File: src/rtl/srbp_pkg.sv
// Package for the sync record batch parser: payload structs, phase and
// result codes, sizing constants and small helper functions.
// Depends on nothing; every rtl file refers to it by scoped names.
package srbp_pkg;

    // Field length limits of the record format.
    localparam int TEXT_FIELD_CAP = 32;
    localparam int PAYLOAD_CAP    = 256;

    // Most results one input byte can cause, and the result queue depth.
    localparam int MAX_RES   = 3;
    localparam int Q_DEPTH   = 4;
    localparam int Q_PTR_W   = $clog2(Q_DEPTH);
    localparam int Q_CNT_W   = $clog2(Q_DEPTH + 1);
    localparam int RES_CNT_W = $clog2(MAX_RES + 1);

    // Configuration register map.
    localparam int           APB_ADDR_W     = 2;
    localparam logic [1:0]   ADDR_MAX_REC   = 2'd0;
    localparam logic [7:0]   MAX_REC_RESET  = 8'd255;

    // Result kinds.
    localparam logic [1:0] KIND_DATA    = 2'd0;
    localparam logic [1:0] KIND_RECORD  = 2'd1;
    localparam logic [1:0] KIND_VERDICT = 2'd2;

    // Field selectors.
    localparam logic [2:0] FSEL_SRC = 3'd0;
    localparam logic [2:0] FSEL_DST = 3'd1;
    localparam logic [2:0] FSEL_TYP = 3'd2;
    localparam logic [2:0] FSEL_PRI = 3'd3;
    localparam logic [2:0] FSEL_PAY = 3'd4;

    // Verdict codes; VERD_OK doubles as "no error".
    localparam logic [2:0] VERD_OK     = 3'd0;
    localparam logic [2:0] VERD_EMPTY  = 3'd1;
    localparam logic [2:0] VERD_TRUNC  = 3'd2;
    localparam logic [2:0] VERD_BADLEN = 3'd3;
    localparam logic [2:0] VERD_MANY   = 3'd4;
    localparam logic [2:0] VERD_TRAIL  = 3'd5;

    // Destination match progress: 3 means "ALL" seen so far, 4 means mismatch.
    localparam logic [2:0] DEST_ALL  = 3'd3;
    localparam logic [2:0] DEST_MISS = 3'd4;

    typedef enum logic [3:0] {
        PH_COUNT   = 4'd0,
        PH_ID      = 4'd1,
        PH_LEN_SRC = 4'd2,
        PH_SRC     = 4'd3,
        PH_LEN_DST = 4'd4,
        PH_DST     = 4'd5,
        PH_LEN_TYP = 4'd6,
        PH_TYP     = 4'd7,
        PH_LEN_PRI = 4'd8,
        PH_PRI     = 4'd9,
        PH_HOPS    = 4'd10,
        PH_PLEN    = 4'd11,
        PH_PAY     = 4'd12,
        PH_TAIL    = 4'd13
    } t_phase;

    typedef struct packed {
        logic [7:0] in_byte;
        logic       body_end;
    } t_in;

    typedef struct packed {
        logic [1:0]  kind;
        logic [7:0]  record_index;
        logic [2:0]  field_sel;
        logic [7:0]  byte_pos;
        logic [7:0]  data_byte;
        logic [31:0] record_id;
        logic [7:0]  hop_count;
        logic        is_broadcast;
        logic [2:0]  verdict;
        logic [7:0]  records_total;
        logic        final_flag;
    } t_res;

    // All results caused by one accepted byte, in order from row 0.
    typedef struct packed {
        logic [RES_CNT_W-1:0]     n;
        t_res [MAX_RES-1:0]       rows;
    } t_bundle;

    function automatic t_res mk_data(input logic [7:0] idx, input logic [2:0] fsel,
                                     input logic [7:0] pos, input logic [7:0] b);
        t_res r;
        r              = '0;
        r.kind         = KIND_DATA;
        r.record_index = idx;
        r.field_sel    = fsel;
        r.byte_pos     = pos;
        r.data_byte    = b;
        return r;
    endfunction

    function automatic t_res mk_record(input logic [7:0] idx, input logic [31:0] id,
                                       input logic [7:0] hops, input logic bcast);
        t_res r;
        r              = '0;
        r.kind         = KIND_RECORD;
        r.record_index = idx;
        r.record_id    = id;
        r.hop_count    = hops;
        r.is_broadcast = bcast;
        return r;
    endfunction

    function automatic t_res mk_verdict(input logic [2:0] v, input logic [7:0] total);
        t_res r;
        r               = '0;
        r.kind          = KIND_VERDICT;
        r.verdict       = v;
        r.records_total = total;
        return r;
    endfunction

endpackage

File: src/rtl/srbp_parse.sv
// Byte parser of the sync record batch parser: holds the batch state and
// turns one accepted byte into a bundle of up to three results.
// Depends on srbp_pkg.
module srbp_parse (
    input  logic             i_clk,
    input  logic             i_rst_n,
    input  logic             i_take,
    input  srbp_pkg::t_in    i_in,
    input  logic [7:0]       i_rec_limit,
    output srbp_pkg::t_bundle o_bundle
);

    srbp_pkg::t_phase r_phase, n_phase;
    logic [7:0]  r_expected, n_expected;
    logic [7:0]  r_done, n_done;
    logic [7:0]  r_left, n_left;
    logic [7:0]  r_pos, n_pos;
    logic [31:0] r_id, n_id;
    logic [7:0]  r_hops, n_hops;
    logic [2:0]  r_dest, n_dest;
    logic [2:0]  r_err, n_err;

    logic [7:0]  b;
    logic        do_finish;
    logic        do_start;
    logic [2:0]  verd;
    logic [srbp_pkg::RES_CNT_W-1:0] res_n;
    srbp_pkg::t_res [srbp_pkg::MAX_RES-1:0] rows;

    assign b = i_in.in_byte;

    function automatic logic [2:0] field_of(input srbp_pkg::t_phase ph);
        case (ph)
            srbp_pkg::PH_SRC: return srbp_pkg::FSEL_SRC;
            srbp_pkg::PH_DST: return srbp_pkg::FSEL_DST;
            srbp_pkg::PH_TYP: return srbp_pkg::FSEL_TYP;
            srbp_pkg::PH_PRI: return srbp_pkg::FSEL_PRI;
            default:          return srbp_pkg::FSEL_PAY;
        endcase
    endfunction

    // Characters of the broadcast destination "ALL".
    function automatic logic [7:0] all_char(input logic [1:0] p);
        case (p)
            2'd0:    return 8'h41;
            2'd1:    return 8'h4C;
            2'd2:    return 8'h4C;
            default: return 8'h00;
        endcase
    endfunction

    always_comb begin
        n_phase    = r_phase;
        n_expected = r_expected;
        n_done     = r_done;
        n_left     = r_left;
        n_pos      = r_pos;
        n_id       = r_id;
        n_hops     = r_hops;
        n_dest     = r_dest;
        n_err      = r_err;
        do_finish  = 1'b0;
        do_start   = 1'b0;
        verd       = srbp_pkg::VERD_OK;
        res_n      = '0;
        rows       = '0;

        if (i_take && r_err == srbp_pkg::VERD_OK) begin
            case (r_phase)
                srbp_pkg::PH_COUNT: begin
                    n_expected = b;
                    n_done     = 8'd0;
                    if (b == 8'd0) begin
                        n_err = srbp_pkg::VERD_EMPTY;
                    end else if (b > i_rec_limit) begin
                        n_err = srbp_pkg::VERD_MANY;
                    end else begin
                        do_start = 1'b1;
                    end
                end
                srbp_pkg::PH_ID: begin
                    n_id  = r_id | ({24'd0, b} << {r_pos[1:0], 3'b000});
                    n_pos = r_pos + 8'd1;
                    if (r_pos >= 8'd3) begin
                        n_phase = srbp_pkg::PH_LEN_SRC;
                    end
                end
                srbp_pkg::PH_LEN_SRC, srbp_pkg::PH_LEN_DST,
                srbp_pkg::PH_LEN_TYP, srbp_pkg::PH_LEN_PRI: begin
                    if (b == 8'd0 || int'(b) >= srbp_pkg::TEXT_FIELD_CAP) begin
                        n_err = srbp_pkg::VERD_BADLEN;
                    end else begin
                        n_left  = b;
                        n_pos   = 8'd0;
                        n_phase = srbp_pkg::t_phase'(r_phase + 4'd1);
                    end
                end
                srbp_pkg::PH_SRC, srbp_pkg::PH_DST,
                srbp_pkg::PH_TYP, srbp_pkg::PH_PRI: begin
                    rows[res_n] = srbp_pkg::mk_data(r_done, field_of(r_phase), r_pos, b);
                    res_n       = res_n + srbp_pkg::RES_CNT_W'(1);
                    if (r_phase == srbp_pkg::PH_DST) begin
                        if (r_pos < 8'd3 && {5'd0, r_dest} == r_pos
                            && b == all_char(r_pos[1:0])) begin
                            n_dest = r_pos[2:0] + 3'd1;
                        end else begin
                            n_dest = srbp_pkg::DEST_MISS;
                        end
                    end
                    n_pos  = r_pos + 8'd1;
                    n_left = r_left - 8'd1;
                    if (r_left == 8'd1) begin
                        n_phase = srbp_pkg::t_phase'(r_phase + 4'd1);
                    end
                end
                srbp_pkg::PH_HOPS: begin
                    n_hops  = b;
                    n_phase = srbp_pkg::PH_PLEN;
                end
                srbp_pkg::PH_PLEN: begin
                    if (int'(b) >= srbp_pkg::PAYLOAD_CAP) begin
                        n_err = srbp_pkg::VERD_BADLEN;
                    end else if (b == 8'd0) begin
                        do_finish = 1'b1;
                    end else begin
                        n_left  = b;
                        n_pos   = 8'd0;
                        n_phase = srbp_pkg::PH_PAY;
                    end
                end
                srbp_pkg::PH_PAY: begin
                    rows[res_n] = srbp_pkg::mk_data(r_done, srbp_pkg::FSEL_PAY, r_pos, b);
                    res_n       = res_n + srbp_pkg::RES_CNT_W'(1);
                    n_pos       = r_pos + 8'd1;
                    n_left      = r_left - 8'd1;
                    if (r_left == 8'd1) begin
                        do_finish = 1'b1;
                    end
                end
                default: begin
                    n_err = srbp_pkg::VERD_TRAIL;
                end
            endcase

            if (do_finish) begin
                rows[res_n] = srbp_pkg::mk_record(r_done, r_id, r_hops,
                                                  r_dest == srbp_pkg::DEST_ALL);
                res_n       = res_n + srbp_pkg::RES_CNT_W'(1);
                n_done      = r_done + 8'd1;
                if (r_done + 8'd1 == r_expected) begin
                    n_phase = srbp_pkg::PH_TAIL;
                end else begin
                    do_start = 1'b1;
                end
            end

            if (do_start) begin
                n_phase = srbp_pkg::PH_ID;
                n_pos   = 8'd0;
                n_id    = 32'd0;
                n_hops  = 8'd0;
                n_dest  = 3'd0;
            end
        end

        if (i_take && i_in.body_end) begin
            if (n_err != srbp_pkg::VERD_OK) begin
                verd = n_err;
            end else if (n_phase == srbp_pkg::PH_TAIL) begin
                verd = srbp_pkg::VERD_OK;
            end else begin
                verd = srbp_pkg::VERD_TRUNC;
            end
            rows[res_n] = srbp_pkg::mk_verdict(verd,
                              (verd == srbp_pkg::VERD_OK) ? n_done : 8'd0);
            res_n       = res_n + srbp_pkg::RES_CNT_W'(1);
            // The batch is over; start clean for the next one.
            n_phase    = srbp_pkg::PH_COUNT;
            n_expected = 8'd0;
            n_done     = 8'd0;
            n_left     = 8'd0;
            n_pos      = 8'd0;
            n_id       = 32'd0;
            n_hops     = 8'd0;
            n_dest     = 3'd0;
            n_err      = srbp_pkg::VERD_OK;
        end

        for (int k = 0; k < srbp_pkg::MAX_RES; k++) begin
            rows[k].final_flag = (res_n == srbp_pkg::RES_CNT_W'(k + 1));
        end
    end

    assign o_bundle.n    = res_n;
    assign o_bundle.rows = rows;

    always_ff @(posedge i_clk) begin
        if (!i_rst_n) begin
            r_phase    <= srbp_pkg::PH_COUNT;
            r_expected <= 8'd0;
            r_done     <= 8'd0;
            r_left     <= 8'd0;
            r_pos      <= 8'd0;
            r_id       <= 32'd0;
            r_hops     <= 8'd0;
            r_dest     <= 3'd0;
            r_err      <= srbp_pkg::VERD_OK;
        end else begin
            r_phase    <= n_phase;
            r_expected <= n_expected;
            r_done     <= n_done;
            r_left     <= n_left;
            r_pos      <= n_pos;
            r_id       <= n_id;
            r_hops     <= n_hops;
            r_dest     <= n_dest;
            r_err      <= n_err;
        end
    end

    // Once an error is latched, only the closing byte may produce a result.
    a_quiet_after_error: assert property (@(posedge i_clk) disable iff (!i_rst_n)
        (i_take && r_err != srbp_pkg::VERD_OK && !i_in.body_end) |-> (o_bundle.n == '0))
        else $error("result produced after a latched error");

    // The closing byte always returns the parser to the start of a batch.
    a_clear_after_end: assert property (@(posedge i_clk) disable iff (!i_rst_n)
        (i_take && i_in.body_end) |=> (r_phase == srbp_pkg::PH_COUNT
                                       && r_err == srbp_pkg::VERD_OK && r_done == 8'd0))
        else $error("state not cleared after the closing byte");

endmodule

File: src/rtl/srbp_rqueue.sv
// Result queue of the sync record batch parser: takes a bundle of up to
// three results per cycle and hands them out one per transfer. Depends on srbp_pkg.
module srbp_rqueue (
    input  logic              i_clk,
    input  logic              i_rst_n,
    input  srbp_pkg::t_bundle i_bundle,
    output logic              o_full,
    output logic              o_valid,
    input  logic              i_stall,
    output srbp_pkg::t_res    o_out
);

    srbp_pkg::t_res r_mem [srbp_pkg::Q_DEPTH];
    logic [srbp_pkg::Q_PTR_W-1:0] r_wr, n_wr;
    logic [srbp_pkg::Q_PTR_W-1:0] r_rd, n_rd;
    logic [srbp_pkg::Q_CNT_W-1:0] r_cnt, n_cnt;

    logic                         pop;
    logic [srbp_pkg::Q_PTR_W-1:0] slot_off [srbp_pkg::Q_DEPTH];
    srbp_pkg::t_res               slot_row [srbp_pkg::Q_DEPTH];

    assign o_valid = (r_cnt != '0);
    assign pop     = o_valid && !i_stall;
    // Room for a full bundle must exist before another byte is taken.
    assign o_full  = (r_cnt > srbp_pkg::Q_CNT_W'(srbp_pkg::Q_DEPTH - srbp_pkg::MAX_RES));
    assign o_out   = r_mem[r_rd];

    always_comb begin
        for (int e = 0; e < srbp_pkg::Q_DEPTH; e++) begin
            slot_off[e] = srbp_pkg::Q_PTR_W'(e) - r_wr;
            case (slot_off[e])
                2'd0:    slot_row[e] = i_bundle.rows[0];
                2'd1:    slot_row[e] = i_bundle.rows[1];
                default: slot_row[e] = i_bundle.rows[2];
            endcase
        end
        n_wr  = r_wr + srbp_pkg::Q_PTR_W'(i_bundle.n);
        n_rd  = r_rd + srbp_pkg::Q_PTR_W'(pop);
        n_cnt = r_cnt + srbp_pkg::Q_CNT_W'(i_bundle.n) - srbp_pkg::Q_CNT_W'(pop);
    end

    always_ff @(posedge i_clk) begin
        for (int e = 0; e < srbp_pkg::Q_DEPTH; e++) begin
            if (srbp_pkg::RES_CNT_W'(slot_off[e]) < i_bundle.n) begin
                r_mem[e] <= slot_row[e];
            end
        end
    end

    always_ff @(posedge i_clk) begin
        if (!i_rst_n) begin
            r_wr  <= '0;
            r_rd  <= '0;
            r_cnt <= '0;
        end else begin
            r_wr  <= n_wr;
            r_rd  <= n_rd;
            r_cnt <= n_cnt;
        end
    end

    a_no_overflow: assert property (@(posedge i_clk) disable iff (!i_rst_n)
        r_cnt <= srbp_pkg::Q_CNT_W'(srbp_pkg::Q_DEPTH))
        else $error("result queue overflow");

    a_push_only_with_room: assert property (@(posedge i_clk) disable iff (!i_rst_n)
        (i_bundle.n != '0) |-> !o_full)
        else $error("bundle pushed while queue lacked room");

    a_hold_while_stalled: assert property (@(posedge i_clk) disable iff (!i_rst_n)
        (o_valid && i_stall) |=> (o_valid && r_rd == $past(r_rd)))
        else $error("stalled result left the queue");

endmodule

File: src/rtl/sync_record_batch_parser.sv
// Top level of the sync record batch parser: channel handshakes, the
// record limit register and the parser and result queue. Depends on srbp_pkg.
//
//   channel   direction  handshake            payload
//   -------   ---------  -------------------  ----------------------------
//   input     in         i_valid / o_stall    i_in  (in_byte, body_end)
//   output    out        o_valid / i_stall    o_out (one result per transfer)
//   config    in         psel/penable/pready  record limit at paddr 0
//
// A byte is decoded in the cycle it is accepted and its results are written
// into the output queue, so the first result is visible in the cycle after.
// One byte per cycle is sustained while each byte causes at most one result
// and the output is not stalled; a byte with two or three results holds later
// bytes back until the single output port drains the four-entry result queue.
// Reset is synchronous and active low and needs no clearing pass.
// o_stall comes only from the queue fill level, never from i_stall directly.
module sync_record_batch_parser (
    input  logic                              i_clk,
    input  logic                              i_rst_n,
    input  logic                              i_valid,
    output logic                              o_stall,
    input  srbp_pkg::t_in                     i_in,
    output logic                              o_valid,
    input  logic                              i_stall,
    output srbp_pkg::t_res                    o_out,
    input  logic                              psel,
    input  logic                              penable,
    input  logic                              pwrite,
    input  logic [srbp_pkg::APB_ADDR_W-1:0]   paddr,
    input  logic [31:0]                       pwdata,
    output logic [31:0]                       prdata,
    output logic                              pready
);

    logic [7:0]        r_rec_limit;
    logic              cfg_wr;
    logic              take;
    logic              q_full;
    srbp_pkg::t_bundle bundle;

    // The register port never inserts wait states.
    assign pready = 1'b1;
    assign cfg_wr = psel && penable && pwrite && (paddr == srbp_pkg::ADDR_MAX_REC);
    assign prdata = (paddr == srbp_pkg::ADDR_MAX_REC) ? {24'd0, r_rec_limit} : 32'd0;

    always_ff @(posedge i_clk) begin
        if (!i_rst_n) begin
            r_rec_limit <= srbp_pkg::MAX_REC_RESET;
        end else if (cfg_wr) begin
            r_rec_limit <= pwdata[7:0];
        end
    end

    // A byte transfer completes whenever the queue can absorb a full bundle.
    assign o_stall = q_full;
    assign take    = i_valid && !q_full;

    srbp_parse u_parse (
        .i_clk       (i_clk),
        .i_rst_n     (i_rst_n),
        .i_take      (take),
        .i_in        (i_in),
        .i_rec_limit (r_rec_limit),
        .o_bundle    (bundle)
    );

    // The queue serializes each bundle so results leave in byte order.
    srbp_rqueue u_rqueue (
        .i_clk    (i_clk),
        .i_rst_n  (i_rst_n),
        .i_bundle (bundle),
        .o_full   (q_full),
        .o_valid  (o_valid),
        .i_stall  (i_stall),
        .o_out    (o_out)
    );

endmodule

File: config.mk
export PLATFORM = sky130hd
export DESIGN_NAME = sync_record_batch_parser
export DESIGN_NICKNAME = d
export VERILOG_FILES = /design/src/rtl/srbp_pkg.sv /design/src/rtl/srbp_parse.sv /design/src/rtl/srbp_rqueue.sv /design/src/rtl/sync_record_batch_parser.sv
export SDC_FILE = /design/constraint.sdc
export NUM_CORES = 1
export LEC_CHECK = 0
export ABC_CLOCK_PERIOD_IN_PS = 9720
export BUFFER_PORTS_ARGS = -buffer_cell sky130_fd_sc_hd__buf_2
export CAP_MARGIN = 5
export CORE_MARGIN = 2
export CORE_UTILIZATION = 35
export CTS_CLUSTER_DIAMETER = 30
export DETAILED_ROUTE_END_ITERATION = 6
export PLACE_DENSITY = 0.57
export SYNTH_ARGS = -nofsm -noshare
export SYNTH_HDL_FRONTEND = slang
export SYNTH_HIERARCHICAL = 1
export SYNTH_SLANG_ARGS = --single-unit
File: constraint.sdc
create_clock -name i_clk -period 9.72 [get_ports i_clk]
set_clock_uncertainty 0.2 [all_clocks]
set_input_delay 1.944 -clock i_clk [delete_from_list [all_inputs] [get_ports i_clk]]
set_output_delay 1.944 -clock i_clk [all_outputs]
set_load 0.05 [all_outputs]
==> results.md, run 1 <==
* Reg power frac at between 20 and 30%
* Mapped cell area at approximately 25000 sq um
* Core ar. at 71600 sq um
* Synthesized-area fraction occupied by xor and xnor cells at less than 1%
* Maximum number of pins on one net before global-route repair at roughly 110
* Port bufs at 117
* Commonest non-fill, non-tap cell in the layout: nand2_1
* Clock Latency Late Sink at roughly 660 ps
* Highest achievable clock rate at 155 MHz
* Cell Pwr Density at 280 nW/um^2
* Final setup violating endpoints at 0
* Outcome: finished, final reports clean
* Portion of the clock cycle consumed by the worst path in the final layout at 66.5%
* Pre-Repair DR Iteration Count at 6
* Maximum capacitance violations at 0
* Part of the power in combinational logic at a little over a quarter
* Routed Wire Length at around 76000 um
* Min Clock Period, post-route at 6460 ps
* Count of boundary I/O pins at ~170
* CP Class: in -> reg
* Dominant register cell in the synthesized netlist: edfxtp_1
* Post-layout net count at between 2000 and 3000
* Quantity of hold-fixing buffers added after cts at 0
* Ant diodes at 0
* Share of synthesized registers carrying an async set or reset at 0%
* Routed len/inst at between 20 and 25 um
* Total leakage power at roughly 0.011 uW
* Flip-flop and latch count after synthesis at approximately 430
* Switching part of the total at between 30% and 40%
* Hold/Removal Path Class: reg -> reg
* Share of cells above drive strength 1 at between 10% and 20%
* Area fraction in compound gates after synthesis at 19.3%
* Simple logic cell fraction of the synthesized area at 16.5%
* Clock edge transition at the registers on the reported setup and hold paths at around 50 ps
* Yosys warning count at 6
* Sequential element share of the synthesized area at 46.4%
* Die Height at 273 um
* Number of clock sinks at between 400 and 500
* DIE AREA at 74700 sq um
* Actual slew at the worst max-slew pin at around 1100 ps
* Clock network fraction of total power at between 40% and 50%
* Wire length of the first global-routing pass at about 110000 um
* Kind of end point of the critical path: register
* Total track usage at between 10% and 20%
* Std-Cell Rows at between 90 and 100
* Post_cts resized at 0
* Commonest cells after routing, fill and taps aside: nand2_1, a22oi_1, edfxtp_1, nor2_1, a21oi_1
* Switching power at around 2900 uW
* Number of post-CTS setup repair buffers at 0
* Relative slew slack at between 20% and 30%
* Via total after detailed routing at ~20000
* Number of pins exceeding their max-slew limit in the final report at 0
* Total CTS buffers at about 110
* Ratio of routed vias to standard cells at between 5 and 6
* Critical path data arrival time at 6730 ps
* Number of antenna violations at the first check in global routing at 0
* FF-to-FF path depth at 16
* Initial standard-cell utilization of the core at between 30% and 40%
* Post-layout total power at around 8400 uW
* Number of endpoints with negative hold slack in the final report at 0
* Setup slack of the most critical reg-to-reg path at around 4000 ps
* Final total negative setup slack at 0 ps
* Clock buffer depth at 3
* Number of different library cells in the post-synthesis netlist at roughly 100
* Clock root buffer: clkbuf_16
* Number of enable-type register cells in the synthesized netlist at 328
* Mux share of post-synthesis cell area at under 10%
* Average instance area after synthesis at 10.1 sq um
* Via count of the first global-routing pass at about 20000
* Setup crit end: u_rqueue/r_mem[0][25]$_DFFE_PN_
* Post-DP HPWL at between 40000 and 50000 um
* Startpoint of the worst-slack reg-to-reg timing path: u_parse/r_phase[0]$_SDFF_PP0_
* Largest fanout on the critical path at 29
* # H-tree levels at 3
* Layout Area Growth over Synthesis at 18.0%
* Required time of the critical path at 9990 ps
* Unrepaired setup endpoints after global routing: no
* Type of element launching the critical path: primary input
* Width of the chip at 273 um
* CTS tree: yes
* 1st-iter DRT viols at approximately 1800
* Endpoint of the worst-slack reg-to-reg timing path: u_rqueue/r_mem[0][25]$_DFFE_PN_
* Routability Congestion at approximately 0.86
* Synthesized netlist cell count at approximately 2500
* GRT overflow at 0
* Largest vdd supply drop at approximately 150 uV
* Dominant combinational cell family by area after synthesis: compound AO/OA/AOI/OAI gates
* Final core area utilization at between 40% and 50%
* Start point of the critical path: i_in[7]
* Post-route antenna net violation count at 0
* Cell Int Power at about 5500 uW
* Post-synthesis share of cell area spent on full adders, half adders and majority gates at about 1.9%
* Post-route DRC violation count at 0
-- how the worst min path moves through the flow --
stage	start	end	slack (ps)	depth (start not counted)
after detailed placement	u_parse/r_expected[0]$_SDFFE_PP0P_	u_parse/r_expected[0]$_SDFFE_PP0P_	260	2
after global routing	u_parse/r_expected[3]$_SDFFE_PP0P_	u_parse/r_expected[3]$_SDFFE_PP0P_	280	2
after CTS	u_parse/r_expected[0]$_SDFFE_PP0P_	u_parse/r_expected[0]$_SDFFE_PP0P_	270	2
after floorplan	u_parse/r_id[24]$_SDFFE_PP0P_	u_parse/r_id[24]$_SDFFE_PP0P_	240	2
final	u_parse/r_expected[0]$_SDFFE_PP0P_	u_parse/r_expected[0]$_SDFFE_PP0P_	270	2
after global placement	u_parse/r_expected[0]$_SDFFE_PP0P_	u_parse/r_expected[0]$_SDFFE_PP0P_	260	2
-- kinds of logic after synthesis --
family,after synthesis
AOI/OAI and AO/OA,697
xor gates and xnor gates,19
adders and majority gates,36
buffers and inverters,356
DFF,425
muxes,84
other,3
and+or+nand+nor,884
-- Yosys cell counts (all sizes together) (8+ instances only) --
cell	count	share of area, %
nor3	18	0.41
o21ai	113	2.3
nand3	13	0.31
nand4	12	0.30
nand2	472	7.0
xor2	8	0.31
a21oi	131	2.7
dfxtp	97	7.6
and2	123	3.0
a22o	25	0.86
clkbuf	82	1.2
nor4	39	1.3
buf	227	6.0
inv	46	0.68
a31oi	14	0.34
xnor2	11	0.38
nor2	145	2.2
mux4	82	7.3
edfxtp	328	39
and3	22	0.58
a211o	12	0.41
a22oi	332	9.8
ha	33	1.6
-- per-stage QoR --
| stage | std cells | hold slack, ps | cell area (sq um) | worst slack [ps] |
|---|---|---|---|---|
| floorplan | 2614 | 242 | 25800 | 759 |
| global placement | 3402 | 255 | 26100 | 2690 |
| detailed placement | 3402 | 261 | 26100 | 2630 |
| CTS | 3606 | 267 | 30000 | 3320 |
| global route | 3606 | 283 | 30000 | 3050 |
| finish | 3606 | 267 | 30000 | 3260 |
-- metal layers --
metal,track usage (%),part of all wire [%],vias to the layer above
met3,3.45,6.7,164
met4,7.94,2.9,0
li1,-,-,9280
met2,33.5,49,864
met5,0,0,-
met1,25.0,42,9863
-- power by group through the flow --
stage,clock [uW],combinational (uW),sequential [uW]
floorplan,0,1780,2370
global route,3900,2450,2360
CTS,3800,2310,2350
global placement,0,2280,2370
detailed placement,0,2310,2380
finish,3750,2300,2350
-- state kept, by name, summed over array words and instances, names as in the netlist, 8 cells and up --
| register | count |
|---|---|
| u_rqueue/r_mem | 328 |
| u_parse/r_id | 32 |
| r_rec_limit | 8 |
| u_parse/r_done | 8 |
| u_parse/r_expected | 8 |
| u_parse/r_hops | 8 |
| u_parse/r_left | 8 |
| u_parse/r_pos | 8 |
-- critical path, cell delays in order --
cell	delay, ps
buf_2	480
nor4_1	130
and3_2	280
nor2_4	280
inv_1	230
ha_1	330
nand2_1	130
ha_1	250
nand2_1	310
clkinv_1	520
nor3_2	720
buf_4	470
and2_1	260
a22oi_1	110
o21ai_0	250
-- area by class of cell --
| class | count | area (sq um) |
|---|---|---|
| Clock inverter | 71 | 982 |
| Fill cell | 6746 | 41600 |
| Tap cell | 950 | 1190 |
| Sequential cell | 425 | 11800 |
| Clock buffer | 133 | 2880 |
| Timing Repair Buffer | 147 | 823 |
| Multi-Input combinational cell | 1833 | 12100 |
| Inverter | 47 | 179 |
(Power assumes the default switching activity.)
==> run 2, diff against run 1 <==
--- a/config.mk
+++ b/config.mk
@@ -5,14 +5,15 @@
 export SDC_FILE = /design/constraint.sdc
 export NUM_CORES = 1
 export LEC_CHECK = 0
-export ABC_CLOCK_PERIOD_IN_PS = 9720
+export ABC_AREA = 1
+export ABC_CLOCK_PERIOD_IN_PS = 5700
 export BUFFER_PORTS_ARGS = -buffer_cell sky130_fd_sc_hd__buf_2
 export CAP_MARGIN = 5
 export CORE_MARGIN = 2
 export CORE_UTILIZATION = 35
 export CTS_CLUSTER_DIAMETER = 30
 export DETAILED_ROUTE_END_ITERATION = 6
-export PLACE_DENSITY = 0.57
+export PLACE_DENSITY = 0.59
 export SYNTH_ARGS = -nofsm -noshare
 export SYNTH_HDL_FRONTEND = slang
 export SYNTH_HIERARCHICAL = 1
==> constraint.sdc (replaced) <==
create_clock -name i_clk -period 5.7 [get_ports i_clk]
set_clock_uncertainty 0.2 [all_clocks]
set_input_delay 1.14 -clock i_clk [delete_from_list [all_inputs] [get_ports i_clk]]
set_output_delay 1.14 -clock i_clk [all_outputs]
set_load 0.05 [all_outputs]
==> results.md, run 2 <==
* Final setup violating endpoints at 0
* Max FFs per register at 328
* Post-synth top cells: nor2_1, a21oi_1, edfxtp_1, nand2_1, o21ai_0
* Post-DP HPWL at 47100 um
* Clock root buffer: clkbuf_16
* Layout Area Growth over Synthesis at 16.2%
* Number of pins exceeding their max-slew limit in the final report at 0
* Regs by FF count: u_rqueue/r_mem x328, u_parse/r_id x32
* Tightest hold margin at between 200 and 300 ps
* 1st-iter DRT viols at approximately 2300
* Outcome: finished, final reports clean
* Synthesized netlist cell count at 3163
* Highest achievable clock rate at ~210 MHz
* Std-Cell Rows at between 90 and 100
* Unrepaired setup endpoints after global routing: no
* Min Clock Period, post-route at between 4000 and 5000 ps
* Number of endpoints with negative hold slack in the final report at 0
* Largest fanout on the critical path at 20
* FF-to-FF path depth at 16
* Initial standard-cell utilization of the core at a little over a third
* Post_cts resized at 0
* Yosys warning count at 6
* Pre-Repair DR Iteration Count at 6
* Largest vdd supply drop at 325 uV
* Final core area utilization at ~40%
* Total track usage at 22.0%
* Share of cells above drive strength 1 at roughly 12%
* Ratio of routed vias to standard cells at ~5.4
* Top cell type's share of synthesized area at 38.5%
* Cells along the critical path: inv_1, ha_1, nand2_2, nand2_1, inv_1, nand2_1, ha_1, nand2_1, ha_1, nand2_1, inv_1, nor2_1, inv_1, nor3_1, a22oi_1, o21ai_0
* Total leakage power at around 0.011 uW
* Post-route antenna net violation count at 0
* Number of clock sinks at 425
* Quantity of hold-fixing buffers added after cts at 0
* Maximum capacitance violations at 0
* Cell type group with the largest total delay on the critical path: simple AND/OR/NAND/NOR gates
* Setup slack of the most critical reg-to-reg path at 1040 ps
* Sequential element share of the synthesized area at between 40 and 50%
* Share of synthesized registers carrying an async set or reset at 0%
* Cell Pwr Density at 515 nW/um^2
* Post-synthesis cell type with the largest combined area: edfxtp_1
* Number of enable-type register cells in the synthesized netlist at between 300 and 400
* Dominant register cell in the synthesized netlist: edfxtp_1
* Final total negative setup slack at 0 ps
* Average instance area after synthesis at a little over 8 sq um
* Via total after detailed routing at between 20000 and 25000
* Hold/Removal Path Class: reg -> reg
* Most flop-heavy register: u_rqueue/r_mem
* DIE AREA at roughly 75000 sq um
* Number of cells on the worst hold path at 2
* Routed Wire Length at between 80000 and 90000 um
* Clock buffer depth at 3
* Required time of the critical path at just under 6000 ps
* Setup slack of the critical path after layout at 1040 ps
* Largest cells by area after synthesis: edfxtp_1, a21oi_1, dfxtp_1
* # H-tree levels at 3
* Number of different library cells in the post-synthesis netlist at 51
* Count of boundary I/O pins at ~170
* Kind of end point of the critical path: register
* Port bufs at between 100 and 150
* Number of fill cells at approximately 7200
* Most common cell in the synthesized netlist: nor2_1
* CP Class: reg -> reg
* Maximum number of pins on one net before global-route repair at about 170
* Type of element launching the critical path: register
* Total CTS buffers at between 90 and 100
* Core ar. at just over 70000 sq um
* Width of the chip at around 270 um
* Flip-flop and latch count after synthesis at 425
* Portion of the clock cycle consumed by the worst path in the final layout at between 80% and 90%
* Commonest non-fill, non-tap cell in the layout: nor2_1
* Slowest stage cell, crit path: nor3_1
* WP depth at 16
* Post-place setup slack at around 450 ps
* CTS tree: yes
* Worst stage delay on the critical path at around 630 ps
* Number of antenna violations at the first check in global routing at 0
* Clock Latency Late Sink at 630 ps
* Clock edge transition at the registers on the reported setup and hold paths at 50 ps
* GRT overflow at 0
* Routed len/inst at roughly 20 um
* Routability Congestion at roughly 0.9
* Die Height at 274 um
* Crit path buffers/inverters at 4
* Actual slew at the worst max-slew pin at approximately 1300 ps
* Wire length of the first global-routing pass at 128000 um
* Critical path data arrival time at approximately 4900 ps
* Via count of the first global-routing pass at roughly 22000
* Post-route DRC violation count at 0
* Post-layout net count at between 3000 and 4000
* Number of post-CTS setup repair buffers at 0
* Mapped cell area at about 26000 sq um
* Commonest cells after routing, fill and taps aside: nor2_1, a21oi_1, edfxtp_1, nand2_1, o21ai_0
* Relative slew slack at between 10 and 15%
==> run 2: cell count changes after synthesis, sizes merged, moves of 31 or more <==
cell   delta
nor2    +363
a21oi   +279
o21ai   +255
inv     +213
a22oi   -168
nand2   -126
and2    -123
o22ai    +86
mux4     -82
nand3    +55
nor3     +46
nor4     -38
nand4    +31
==> run 2: final cells by class <==
cell class / count / area [sq um] / area share, %
inverters: 262 / 996 / 3.35
multi-input cells: 2245 / 11400 / 38.4
repair buffers: 168 / 1090 / 3.68
clock inverters: 54 / 573 / 1.93
clock buffers: 124 / 2630 / 8.87
flip-flops and latches: 425 / 11800 / 39.7
diodes: 1 / 2.50 / 0.00843
well taps: 959 / 1200 / 4.04
==> run 2: logic make-up after synthesis <==
kind of cell             share of synthesized area (%)
AO/OA/AOI/OAI                                     22.7
other                                           0.0441
adder cells (fa/ha/maj)                           1.85
buffers and inverters                             11.2
XOR/XNOR                                         0.617
AND/OR/NAND/NOR                                   17.4
flip-flops                                        46.1
==> run 2: per-layer routing <==
metal	part of all wire, %	up-vias	GRT usage [%]	routed length (um)
met2	47	1071	35.7	39300
met5	0	-	0	0
met1	42	10900	28.8	35300
li1	-	10900	-	-
met4	3.4	0	9.57	2850
met3	8.1	191	3.72	6840
==> run 2: power breakdown <==
| group | internal [uW] | total (uW) | switching, uW |
|---|---|---|---|
| sequential | 4040 | 4240 | 196 |
| clock | 3650 | 5420 | 1770 |
| combinational | 1230 | 5620 | 4390 |
| total | 8930 | 15300 | 6350 |
==> run 2: final timing paths <==
kind | endpoint | from
setup / recovery | u_rqueue/r_mem[1][57]$_DFFE_PN_ | u_parse/r_phase[1]$_SDFF_PP0_
setup reg to reg | u_rqueue/r_mem[1][57]$_DFFE_PN_ | u_parse/r_phase[1]$_SDFF_PP0_
hold / removal | u_parse/r_hops[7]$_SDFFE_PP0P_ | u_parse/r_hops[7]$_SDFFE_PP0P_
hold reg to reg | u_parse/r_hops[7]$_SDFFE_PP0P_ | u_parse/r_hops[7]$_SDFFE_PP0P_
==> run 2: metrics by stage <==
step,area [sq um],power [uW],std cells
3_3_place_gp,26500,9850,4059
2_1_floorplan,26000,8280,3273
6_report,29700,15300,4238
3_5_place_dp,26500,9870,4059
4_1_cts,29700,15300,4237
5_1_grt,29700,15900,4237
==> run 2: tightest hold or removal path: stages (launching register included) <==
cell and delay (ps):
dfxtp_1 300, nand2_1 60, a21oi_1 50
